[config.mk]
export PLATFORM = sky130hd
export DESIGN_NAME = lidar_scan_telegram_parser_unit_flat
export DESIGN_NICKNAME = d
export VERILOG_FILES = /design/src/design/lstp_pkg.sv /design/src/design/lstp_byte_if.sv /design/src/design/lstp_point_if.sv /design/src/design/lstp_cfg_if.sv /design/src/design/lstp_tokenizer.sv /design/src/design/lstp_point_unit.sv /design/src/design/lidar_scan_telegram_parser_unit.sv /design/src/flat_wrapper.sv
export SDC_FILE = /design/constraint.sdc
export NUM_CORES = 1
export LEC_CHECK = 0
export ABC_CLOCK_PERIOD_IN_PS = 7100
export BUFFER_PORTS_ARGS = -buffer_cell sky130_fd_sc_hd__buf_2
export CORE_UTILIZATION = 60
export DETAILED_ROUTE_END_ITERATION = 10
export GPL_ROUTABILITY_DRIVEN = 0
export MAX_ROUTING_LAYER = met4
export PLACE_DENSITY = 0.91
export RECOVER_POWER = 25
export REMOVE_ABC_BUFFERS = 1
export SYNTH_ARGS = -nofsm -noshare
export SYNTH_HDL_FRONTEND = slang
export SYNTH_SLANG_ARGS = --single-unit
[constraint.sdc]
create_clock -name i_clk -period 7.1 [get_ports i_clk]
set_input_delay 1.42 -clock i_clk [delete_from_list [all_inputs] [get_ports i_clk]]
set_output_delay 1.42 -clock i_clk [all_outputs]
set_load 0.02 [all_outputs]
[src/design/lstp_pkg.sv]
`default_nettype none

package lstp_pkg;

    // width of the point index and of the stored point count (8 to 16)
    localparam int IDX_BITS = 16;

    localparam int BYTE_W  = 8;
    localparam int TOK_W   = 16;
    localparam int VAL_W   = 32;
    localparam int OFF_W   = 8;
    localparam int PIDX_W  = 16;

    localparam logic [BYTE_W-1:0] CH_STX = 8'h02;
    localparam logic [BYTE_W-1:0] CH_ETX = 8'h03;
    localparam logic [BYTE_W-1:0] CH_SEP = 8'h20;

    localparam logic [TOK_W-1:0]  TOKEN_MAX  = 16'hFFFF;
    localparam logic [OFF_W-1:0]  OFF_RESET  = 8'd23;

    // token end seen by the point unit
    typedef struct packed {
        logic              tok_end;
        logic [TOK_W-1:0]  count;
        logic [VAL_W-1:0]  value;
    } t_tok_evt;

endpackage

`default_nettype wire

[src/design/lstp_byte_if.sv]
`default_nettype none

interface lstp_byte_if;
    logic                        valid;
    logic                        ready;
    logic [lstp_pkg::BYTE_W-1:0] rx_byte;

    modport source (output valid, output rx_byte, input ready);
    modport sink   (input valid, input rx_byte, output ready);
endinterface

`default_nettype wire

[src/design/lstp_point_if.sv]
`default_nettype none

interface lstp_point_if;
    logic                               valid;
    logic                               ready;
    logic        [lstp_pkg::PIDX_W-1:0] point_index;
    logic signed [lstp_pkg::VAL_W-1:0]  point_angle;
    logic        [lstp_pkg::VAL_W-1:0]  distance;
    logic                               last_point;

    modport source (output valid, output point_index, output point_angle,
                    output distance, output last_point, input ready);
    modport sink   (input valid, input point_index, input point_angle,
                    input distance, input last_point, output ready);
endinterface

`default_nettype wire

[src/design/lstp_cfg_if.sv]
`default_nettype none

interface lstp_cfg_if;
    logic                       valid;
    logic                       ready;
    logic [lstp_pkg::OFF_W-1:0] angle_field_offset;

    modport source (output valid, output angle_field_offset, input ready);
    modport sink   (input valid, input angle_field_offset, output ready);
endinterface

`default_nettype wire

[src/design/lstp_tokenizer.sv]
`default_nettype none

module lstp_tokenizer (
    input  wire logic                        i_clk,
    input  wire logic                        i_rst_n,
    input  wire logic                        i_fire,
    input  wire logic [lstp_pkg::BYTE_W-1:0] i_byte,
    output lstp_pkg::t_tok_evt               o_evt
);
    import lstp_pkg::*;

    logic              r_in_frame, n_in_frame;
    logic [TOK_W-1:0]  r_count,    n_count;
    logic [VAL_W-1:0]  r_hex,      n_hex;
    logic              r_stopped,  n_stopped;
    logic              dig_ok;
    logic [3:0]        dig_val;

    // ascii hex digit decode, both cases
    always_comb begin
        dig_ok  = 1'b0;
        dig_val = 4'd0;
        if (i_byte >= 8'h30 && i_byte <= 8'h39) begin
            dig_ok  = 1'b1;
            dig_val = 4'(i_byte - 8'h30);
        end else if (i_byte >= 8'h41 && i_byte <= 8'h46) begin
            dig_ok  = 1'b1;
            dig_val = 4'(i_byte - 8'h37);
        end else if (i_byte >= 8'h61 && i_byte <= 8'h66) begin
            dig_ok  = 1'b1;
            dig_val = 4'(i_byte - 8'h57);
        end
    end

    always_comb begin
        n_in_frame = r_in_frame;
        n_count    = r_count;
        n_hex      = r_hex;
        n_stopped  = r_stopped;
        o_evt      = '0;
        o_evt.count = r_count;
        o_evt.value = r_hex;
        if (i_fire) begin
            if (i_byte == CH_STX) begin
                n_in_frame = 1'b1;
                n_count    = '0;
                n_hex      = '0;
                n_stopped  = 1'b0;
            end else if (r_in_frame) begin
                if (i_byte == CH_SEP || i_byte == CH_ETX) begin
                    // a token ending at the saturated count is dropped
                    if (r_count != TOKEN_MAX) begin
                        o_evt.tok_end = 1'b1;
                        n_count       = r_count + 1'b1;
                    end
                    n_hex     = '0;
                    n_stopped = 1'b0;
                    if (i_byte == CH_ETX) begin
                        n_in_frame = 1'b0;
                    end
                end else if (!r_stopped) begin
                    if (dig_ok) begin
                        n_hex = {r_hex[VAL_W-5:0], dig_val};
                    end else begin
                        n_stopped = 1'b1;
                    end
                end
            end
        end
    end

    always_ff @(posedge i_clk) begin
        if (!i_rst_n) begin
            r_in_frame <= 1'b0;
            r_count    <= '0;
            r_hex      <= '0;
            r_stopped  <= 1'b0;
        end else begin
            r_in_frame <= n_in_frame;
            r_count    <= n_count;
            r_hex      <= n_hex;
            r_stopped  <= n_stopped;
        end
    end

endmodule

`default_nettype wire

[src/design/lstp_point_unit.sv]
`default_nettype none

module lstp_point_unit (
    input  wire logic                       i_clk,
    input  wire logic                       i_rst_n,
    input  wire lstp_pkg::t_tok_evt         i_evt,
    input  wire logic [lstp_pkg::OFF_W-1:0] i_offset,
    output logic                            o_adv,
    lstp_point_if.source                    o_pt
);
    import lstp_pkg::*;

    logic [VAL_W-1:0]     r_step,    n_step;
    logic [IDX_BITS-1:0]  r_expect,  n_expect;
    logic [VAL_W-1:0]     r_run,     n_run;
    logic                 r_out_vld, n_out_vld;
    logic [PIDX_W-1:0]    r_idx;
    logic [VAL_W-1:0]     r_ang;
    logic [VAL_W-1:0]     r_dist;
    logic                 r_last;
    logic                 emit;

    logic [TOK_W:0]       t17;
    logic [TOK_W:0]       off0, off1, off2, off3;
    logic [TOK_W-1:0]     k;
    logic [TOK_W:0]       k17;
    logic [TOK_W:0]       exp17;

    assign o_adv = !r_out_vld || o_pt.ready;

    assign t17   = {1'b0, i_evt.count};
    assign off0  = (TOK_W+1)'(i_offset);
    assign off1  = off0 + 1'b1;
    assign off2  = off0 + 2'd2;
    assign off3  = off0 + 2'd3;
    assign k     = i_evt.count - off3[TOK_W-1:0];
    assign k17   = {1'b0, k};
    assign exp17 = (TOK_W+1)'(r_expect);

    always_comb begin
        n_step    = r_step;
        n_expect  = r_expect;
        n_run     = r_run;
        emit      = 1'b0;
        if (i_evt.tok_end) begin
            if (t17 == off0) begin
                n_run   = i_evt.value;
            end else if (t17 == off1) begin
                n_step = i_evt.value;
            end else if (t17 == off2) begin
                n_expect = i_evt.value[IDX_BITS-1:0];
            end else if (t17 >= off3 && k17 < exp17) begin
                emit  = 1'b1;
                n_run = r_run + r_step;
            end
        end
        if (emit) begin
            n_out_vld = 1'b1;
        end else if (o_pt.ready) begin
            n_out_vld = 1'b0;
        end else begin
            n_out_vld = r_out_vld;
        end
    end

    always_ff @(posedge i_clk) begin
        if (!i_rst_n) begin
            r_step    <= '0;
            r_expect  <= '0;
            r_run     <= '0;
            r_out_vld <= 1'b0;
        end else begin
            r_step    <= n_step;
            r_expect  <= n_expect;
            r_run     <= n_run;
            r_out_vld <= n_out_vld;
        end
    end

    always_ff @(posedge i_clk) begin
        if (emit) begin
            r_idx  <= PIDX_W'(k[IDX_BITS-1:0]);
            r_ang  <= r_run;
            r_dist <= i_evt.value;
            r_last <= (k17 + 1'b1) == exp17;
        end
    end

    assign o_pt.valid       = r_out_vld;
    assign o_pt.point_index = r_idx;
    assign o_pt.point_angle = r_ang;
    assign o_pt.distance    = r_dist;
    assign o_pt.last_point  = r_last;

endmodule

`default_nettype wire

[src/design/lidar_scan_telegram_parser_unit.sv]
`default_nettype none

// scan telegram parser: takes one ascii character per cycle into the input
// register; the tokenizer is combinational and the point unit registers a point
// when the separator that ends its distance token leaves the input register.
// sustained rate is one character per clock; the only stall comes from a held
// point word that the sink has not taken. running angle is kept by one 32-bit
// add per point. configuration is taken at any time, always ready.
module lidar_scan_telegram_parser_unit (
    input  wire logic    i_clk,
    input  wire logic    i_rst_n,
    lstp_byte_if.sink    i_rx,
    lstp_cfg_if.sink     i_cfg,
    lstp_point_if.source o_pt
);
    import lstp_pkg::*;

    logic              r_in_vld;
    logic [BYTE_W-1:0] r_in_byte;
    logic [OFF_W-1:0]  r_offset;
    logic              adv;
    logic              fire;
    t_tok_evt          evt;

    assign fire       = r_in_vld && adv;
    assign i_rx.ready = !r_in_vld || adv;
    assign i_cfg.ready = 1'b1;

    always_ff @(posedge i_clk) begin
        if (!i_rst_n) begin
            r_in_vld <= 1'b0;
            r_offset <= OFF_RESET;
        end else begin
            if (i_rx.ready) begin
                r_in_vld <= i_rx.valid;
            end
            if (i_cfg.valid) begin
                r_offset <= i_cfg.angle_field_offset;
            end
        end
    end

    always_ff @(posedge i_clk) begin
        if (i_rx.valid && i_rx.ready) begin
            r_in_byte <= i_rx.rx_byte;
        end
    end

    lstp_tokenizer u_tok (
        .i_clk   (i_clk),
        .i_rst_n (i_rst_n),
        .i_fire  (fire),
        .i_byte  (r_in_byte),
        .o_evt   (evt)
    );

    lstp_point_unit u_pt (
        .i_clk    (i_clk),
        .i_rst_n  (i_rst_n),
        .i_evt    (evt),
        .i_offset (r_offset),
        .o_adv    (adv),
        .o_pt     (o_pt)
    );

endmodule

`default_nettype wire
[src/flat_wrapper.sv]
// flat-port wrapper written by rule: the top's interface ports become plain ports
module lidar_scan_telegram_parser_unit_flat import lstp_pkg::*;
  (i_clk, i_rst_n, i_rx_valid, i_rx_rx_byte, i_rx_ready, i_cfg_valid, i_cfg_angle_field_offset, i_cfg_ready, o_pt_valid, o_pt_point_index, o_pt_point_angle, o_pt_distance, o_pt_last_point, o_pt_ready);
  lstp_byte_if i_rx_i ();
  lstp_cfg_if i_cfg_i ();
  lstp_point_if o_pt_i ();
  input  wire logic i_clk;
  input  wire logic i_rst_n;
  input wire logic [$bits(i_rx_i.valid)-1:0] i_rx_valid;
  input wire logic [$bits(i_rx_i.rx_byte)-1:0] i_rx_rx_byte;
  output wire logic [$bits(i_rx_i.ready)-1:0] i_rx_ready;
  input wire logic [$bits(i_cfg_i.valid)-1:0] i_cfg_valid;
  input wire logic [$bits(i_cfg_i.angle_field_offset)-1:0] i_cfg_angle_field_offset;
  output wire logic [$bits(i_cfg_i.ready)-1:0] i_cfg_ready;
  output wire logic [$bits(o_pt_i.valid)-1:0] o_pt_valid;
  output wire logic [$bits(o_pt_i.point_index)-1:0] o_pt_point_index;
  output wire logic [$bits(o_pt_i.point_angle)-1:0] o_pt_point_angle;
  output wire logic [$bits(o_pt_i.distance)-1:0] o_pt_distance;
  output wire logic [$bits(o_pt_i.last_point)-1:0] o_pt_last_point;
  input wire logic [$bits(o_pt_i.ready)-1:0] o_pt_ready;
  assign i_rx_i.valid = i_rx_valid;
  assign i_rx_i.rx_byte = i_rx_rx_byte;
  assign i_rx_ready = i_rx_i.ready;
  assign i_cfg_i.valid = i_cfg_valid;
  assign i_cfg_i.angle_field_offset = i_cfg_angle_field_offset;
  assign i_cfg_ready = i_cfg_i.ready;
  assign o_pt_valid = o_pt_i.valid;
  assign o_pt_point_index = o_pt_i.point_index;
  assign o_pt_point_angle = o_pt_i.point_angle;
  assign o_pt_distance = o_pt_i.distance;
  assign o_pt_last_point = o_pt_i.last_point;
  assign o_pt_i.ready = o_pt_ready;
  lidar_scan_telegram_parser_unit u_core (.i_clk(i_clk), .i_rst_n(i_rst_n), .i_rx(i_rx_i), .i_cfg(i_cfg_i), .o_pt(o_pt_i));
endmodule
==> results.md, run 1 <==
* Starting density of the core at 61.4%
* Final min period at 6.32 ns
* Clk buf depth at 3
* Slew headroom at -160%
* Drt via density at 6.28
* Delay-heaviest family, CP: simple AND/OR/NAND/NOR gates
* Peak supply drop at 0.165 mV
* Synth area leaders: dfxtp_1 (23%), edfxtp_1 (22%), ha_1 (7.0%)
* Final Hold Vio Count at 0
* Num CTS Buffers at 24
* Clock slew at reported path FFs at 0.06 ns
* Vias in the first global route at 9524
* Syn avg cell area at 10.0 µm²
* Routed Antenna Nets at 0
* Final nets at 1369
* Layout area overhead at 12.0%
* Seq cells post-synth at ~230
* Pwr/cell area at around 210 mW/mm²
* Register area share after synthesis at 45.5%
* R2R depth at 22
* FP Rows at roughly 50
* Reg-to-reg slack, setup at 0.78 ns
* Slew Viols, Final at 78
* WP data arrival at approximately 6.5 ns
* Dpl hpwl at ~20 mm
* Synth unique cells at 93
* H-tree depth at 1
* Pre-antenna DRT Iters at 5
* Number of setup buffers added after CTS at 0
* Pleak at between 5 and 6 nW
* Die height at 144 µm
* Initial antenna violation count at 0
* Core area at 0.0196 mm²
* Critical Setup Path Class: register to register
* Max_cap viols at 1
* Synth Flop Type: dfxtp_1
* Die area at 0.0206 mm²
* Root cell of the clock tree: clkbuf_16
* Most common cell on crit path: ha_1
* Synth top area share at 23.3%
* Cells after Synth at 1199
* Gr ovfl total at 0
* Non-Filler Instances at 1562
* Clk_skew at 0.0189 ns
* Worst-Skew Late Latency at 0.53 ns
* Share of layout cells above drive strength 1 at 13.9%
* HP Class: register to register
* CP endpoint: u_core.u_pt.r_run[29]
* Outcome: finished with violations
* Crit. path cell count at 22
* Critical path's largest stage delay at 0.61 ns
* Final Cycle Share at approximately nine tenths
* CTS tree: built
* Final hold slack at 0.475 ns
* Diodes inserted at 0
* CP max FO at 44
* Synthesized area at roughly 0.012 mm²
* Share of flip-flops with an asynchronous set or reset at 0%
* Max Freq at 158 MHz
* FF-to-FF Start: u_core.r_offset[2]
* YS warnings at 0
* Routed via count at between 9000 and 10000
* Largest net degree at the start of global routing at 78
* Fin util at 68.8%
* CTS sink count at 229
* Post-synth EDFFs at 89
* Failing checks: capacitance limit, slew limit
* Num ports at 105
* Kind of end point of the critical path: register
* Post-Route WL at 28.9 mm
* Dominant cell type by area after synthesis: dfxtp_1
* Number of fill cells at 1404
* Setup TNS at 0 ns
* Slowest library cell on the worst path: clkinv_2
* Drt initial violations at 759
* RSZ-0062 raised after global routing: no
* Bufs and invs on worst path at 2
* Final setup fails at 0
* Worst EP required at 7.32 ns
* Die W at 144 µm
* CTS Hold Buffers Added at 0
* CP Launch Point: u_core.r_offset[2]
* DR DRC count at 0
* Cells after DPL at 1518
* Crit-path cells: ha_1 -> a21oi_1 -> nor2_1 -> xnor2_1 -> ha_1 -> o21a_1 -> o21a_1 -> o22ai_1 -> a21boi_1 -> nor3b_1 -> xor2_1 -> ha_1 -> nand4_1 -> or3_1 -> a211oi_1 -> nor2_1 -> nand4b_1 -> or3_1 -> clkinv_2 -> buf_12 -> nand2_1 -> a21oi_1
* Startpoint class of the critical path: register
* R2R Path End: u_core.u_pt.r_run[29]
* Tot GR Track Use at ~29%
* Resized Gates After CTS at 0
* First-pass GRT wire length at around 46 mm
* Slew @ Worst Pin at 3.90 ns
* Port buffer count at 103
* Per-cell routed wire length at approximately 18 µm
worst min path at each step:
stage,from,to,slack (ns),cells after the start
floorplan,u_core.u_pt.r_run[30],u_core.u_pt.o_pt.point_angle[30],0.43,0
global placement,u_core.u_pt.r_run[24],u_core.u_pt.o_pt.point_angle[24],0.45,0
detailed placement,u_core.u_pt.r_run[1],u_core.u_pt.o_pt.point_angle[1],0.45,0
CTS,u_core.u_pt.r_run[18],u_core.u_pt.o_pt.point_angle[18],0.47,0
global route,u_core.u_pt.r_run[18],u_core.u_pt.o_pt.point_angle[18],0.48,0
finish,u_core.u_pt.r_run[1],u_core.u_pt.o_pt.point_angle[1],0.48,0
logic make-up after synthesis:
kind of cell,count (synthesis),share of synthesized area [%]
AO/OA/AOI/OAI,285,17.0
XOR/XNOR,79,5.93
adder cells (fa/ha/maj),69,7.30
buffers and inverters,105,3.85
flip-flops,229,45.5
multiplexers,61,5.07
other,1,0.0312
AND/OR/NAND/NOR,370,15.3
cell usage in the layout, fill, tap and decap left out, types with 10 or more instances in the layout:
cell / n
edfxtp_1: 89
o21ai_0: 36
inv_1: 42
mux2i_1: 61
nor2_1: 141
a21oi_1: 65
nand3_1: 32
nor3_1: 27
o211ai_1: 13
xnor2_1: 44
a211oi_1: 22
a21o_1: 24
buf_2: 97
dfxtp_1: 140
clkbuf_1: 10
clkbuf_16: 26
xor2_1: 33
ha_1: 67
nand2_1: 65
o21a_1: 14
nor2b_1: 10
a31oi_1: 10
nand4_1: 15
a22o_1: 32
and3_1: 10
sequential cells by signal (all words and copies together) (netlist names), 16 cells and up:
| signal | flops |
|---|---|
| u_core.u_pt.o_pt.point_index | 16 |
| u_core.u_pt.o_pt.point_angle | 32 |
| u_core.u_tok.r_count | 16 |
| u_core.u_pt.r_step | 32 |
| u_core.u_pt.o_pt.distance | 32 |
| u_core.u_tok.r_hex | 32 |
| u_core.u_pt.r_run | 32 |
| u_core.u_pt.r_expect | 16 |
per-stage QoR:
step           instance area, µm²  setup slack, ns  total power [W]
2_1_floorplan               11700            0.999          0.00151
3_3_place_gp                12700             1.37          0.00155
3_5_place_dp                12700             1.13          0.00156
6_report                    13500            0.782          0.00278
5_1_grt                     13500            0.419          0.00285
4_1_cts                     13500             1.09          0.00279
area by class of cell:
cell class	instances	area, µm²	share of cell area (%)
Multi-Input combinational cell	865	6110	45.4
Sequential cell	229	5480	40.6
Clock buffer	29	662	4.91
Timing Repair Buffer	112	584	4.34
Tap cell	265	332	2.46
Inverter	47	178	1.32
Clock inverter	15	131	0.975
worst register-to-register path: stages (launching register included):
cell and delay [ns]:
dfxtp_1 0.54, ha_1 0.46, a21oi_1 0.13, nor2_1 0.18
xnor2_1 0.15, ha_1 0.32, o21a_1 0.15, o21a_1 0.18
o22ai_1 0.28, a21boi_1 0.20, nor3b_1 0.25, xor2_1 0.48
ha_1 0.22, nand4_1 0.12, or3_1 0.39, a211oi_1 0.23
nor2_1 0.10, nand4b_1 0.18, or3_1 0.23, clkinv_2 0.61
buf_12 0.46, nand2_1 0.10, a21oi_1 0.07
per-layer routing:
| layer | track usage (%) | routed length (µm) |
|---|---|---|
| met5 | - | 0 |
| met1 | 34.8 | 11500 |
| met4 | 13.5 | 1200 |
| met3 | 4.67 | 2180 |
| met2 | 48.8 | 14000 |
cells in the mapped netlist (24+ instances only):
library cell and instances:
a21o_1 24, a21oi_1 66, a22o_1 32, clkbuf_1 26, dfxtp_1 140, edfxtp_1 89
ha_1 67, inv_1 41, mux2i_1 61, nand2_1 65, nand3_1 33, nor2_1 142
nor3_1 27, o21ai_0 37, xnor2_1 44, xor2_1 33
where the power goes:
part           internal [W]  leakage, nW  switching (W)  total, W
registers           0.00137         2.00      0.0000116   0.00138
clock network      0.000714        0.384       0.000532   0.00125
logic             0.0000619         3.44      0.0000987  0.000161
total               0.00214         5.82       0.000643   0.00278
(Power assumes the default switching activity.)
==> run 2, diff against run 1 <==
Settings changed: PLACE_DENSITY 0.91 to unset, PLACE_DENSITY_LB_ADDON set to 0.3.
==> run 2 against run 1 <==
  * The flow still finishes with violations (capacitance limit, slew limit)
  * Combinational power shrank 4%
  * Largest power group unchanged
  * First-iteration DRC count is 19% lower
  * Critical path depth unchanged
  * Setup slack gained 0.081 ns
  * Sequential share of layout area hardly changed
  * Critical endpoint unchanged
  * Sequential power hardly changed
==> results.md, run 2 (synthesis gave the netlist of run 1 again) <==
* CP max FO at 45 (+2.3%)
* Slew headroom at -161% (-1.2 points)
* Final Cycle Share at 87.8% (-1.1 points)
* Final Hold Vio Count at 0 (unchanged)
* Diodes inserted at 0 (unchanged)
* Per-cell routed wire length at 17.6 µm (-4.9%)
* Slew Viols, Final at 78 (unchanged)
* RSZ-0062 raised after global routing: no
* Slew @ Worst Pin at 3.92 ns (+0.0187 ns)
* Post-Route WL at 27.5 mm (-4.9%)
* Slowest library cell on the worst path: clkinv_2
* Largest net degree at the start of global routing at 78 (unchanged)
* Max Freq at 160 MHz (+1.3%)
* Peak supply drop at 0.188 mV (+14%)
* Core area at 0.0196 mm² (unchanged)
* CTS tree: built
* Routed Antenna Nets at 0 (unchanged)
* Die area at 0.0206 mm² (unchanged)
* Final setup fails at 0 (unchanged)
* Most frequent cells in the layout: nor2_1 (141), dfxtp_1 (140), buf_2 (95)
* Cells after DPL at 1518 (unchanged)
* Tot GR Track Use at 27.3% (-1.9 points)
* Outcome: finished with violations
* First-pass GRT wire length at 43.4 mm (-6.5%)
* FP Rows at 51 (unchanged)
* Starting density of the core at 61.4% (unchanged)
* Pleak at 5.82 nW (about the same)
* Max_cap viols at 1 (unchanged)
* Critical path's largest stage delay at 0.60 ns (about the same)
* Num CTS Buffers at 24 (unchanged)
* Share of layout cells above drive strength 1 at 13.8% (-0.077 points)
* Drt via density at 6.02 (-4.1%)
* Delay-heaviest family, CP: compound AO/OA/AOI/OAI gates
* Gr ovfl total at 0 (unchanged)
* Die W at 144 µm (unchanged)
* Pre-antenna DRT Iters at 5 (unchanged)
* DR DRC count at 0 (unchanged)
* Layout area overhead at 12.1% (about the same)
* Clk_skew at 0.0198 ns (+0.000888 ns)
* Failing checks: capacitance limit, slew limit
* Most common cell on crit path: ha_1
* Bufs and invs on worst path at 3 (+1)
* Clock slew at reported path FFs at 0.06 ns (about the same)
* H-tree depth at 1 (unchanged)
* Number of setup buffers added after CTS at 0 (unchanged)
* Drt initial violations at 617 (-19%)
* Crit-path cells: ha_1 -> a21oi_1 -> xnor2_1 -> ha_1 -> o21a_1 -> o31a_1 -> o31a_1 -> o22ai_1 -> and2_1 -> xnor2_1 -> inv_1 -> ha_1 -> nand4_1 -> or3_1 -> a211oi_1 -> nor2_1 -> nand4b_1 -> or3_1 -> clkinv_2 -> buf_12 -> nand2_1 -> a21oi_1
* Worst-Skew Late Latency at 0.54 ns (about the same)
* Kind of end point of the critical path: register
* Worst EP required at 7.33 ns (about the same)
* HP Class: register to register
* Resized Gates After CTS at 0 (unchanged)
* WP data arrival at 6.46 ns (-0.07 ns)
* Vias in the first global route at 8586 (-9.8%)
* Most common cell after layout, fill and taps aside: nor2_1
* Setup TNS at 0 ns (unchanged)
* Routed via count at 9402 (-4.1%)
* Port buffer count at 103 (unchanged)
* Die height at 144 µm (unchanged)
* Clk buf depth at 3 (unchanged)
* Startpoint class of the critical path: register
* Root cell of the clock tree: clkbuf_16
* Final nets at 1369 (unchanged)
* Num ports at 105 (unchanged)
* Dpl hpwl at 18.7 mm (-3.9%)
* Final min period at 6.24 ns (-0.0813 ns)
* CTS sink count at 229 (unchanged)
* Critical Setup Path Class: register to register
* Pwr/cell area at 206 mW/mm² (about the same)
* CTS Hold Buffers Added at 0 (unchanged)
* Non-Filler Instances at 1562 (unchanged)
* Initial antenna violation count at 0 (unchanged)
[run 2: cell types whose count changed in the layout (fill, tap and decap cells not counted), sizes merged]
cell / change
bufinv: +1
clkinvlp: -1
clkinv: +8
inv: -6
buf: -2
[run 2: routing by layer]
metal | track usage [%] | wire length (µm)
met3 | 3.03 | 1670
met4 | 9.97 | 749
met1 | 34.8 | 12000
met2 | 44.9 | 13000
met5 | - | 0
[run 2: final timing paths]
kind	start	endpoint	slack, ns	depth (start not counted)
worst max register to register	u_core.r_offset[2]	u_core.u_pt.r_run[29]	0.86	22
worst max-delay path	u_core.r_offset[2]	u_core.u_pt.r_run[29]	0.86	22
worst min register to register	u_core.u_pt.r_run[10]	u_core.u_pt.o_pt.point_angle[10]	0.47	0
worst min-delay path	u_core.u_pt.r_run[10]	u_core.u_pt.o_pt.point_angle[10]	0.47	0
[run 2: layout make-up]
type	count	area, µm²
clock inverters	17	171
flip-flops and latches	229	5480
multi-input cells	865	6110
fillers	1559	6110
inverters	47	178
clock buffers	27	632
repair buffers	112	582
well taps	265	332
[run 2: power breakdown]
part           switching [W]  leakage [nW]  internal [W]  total (W)
clock network       0.000531         0.394      0.000721    0.00125
logic              0.0000932          3.43     0.0000612   0.000154
registers          0.0000114          2.00       0.00137    0.00138
[run 2: per-stage QoR]
stage	utilization (%)	worst slack, ns	total power [W]	instance area [µm²]	hold slack, ns
after floorplan	-	0.999	0.00151	11700	0.426
after global placement	64.8	1.34	0.00155	12700	0.450
after detailed placement	64.8	1.13	0.00156	12700	0.453
after CTS	68.9	1.07	0.00280	13500	0.465
after global routing	68.8	0.439	0.00286	13500	0.482
final	68.8	0.863	0.00278	13500	0.468
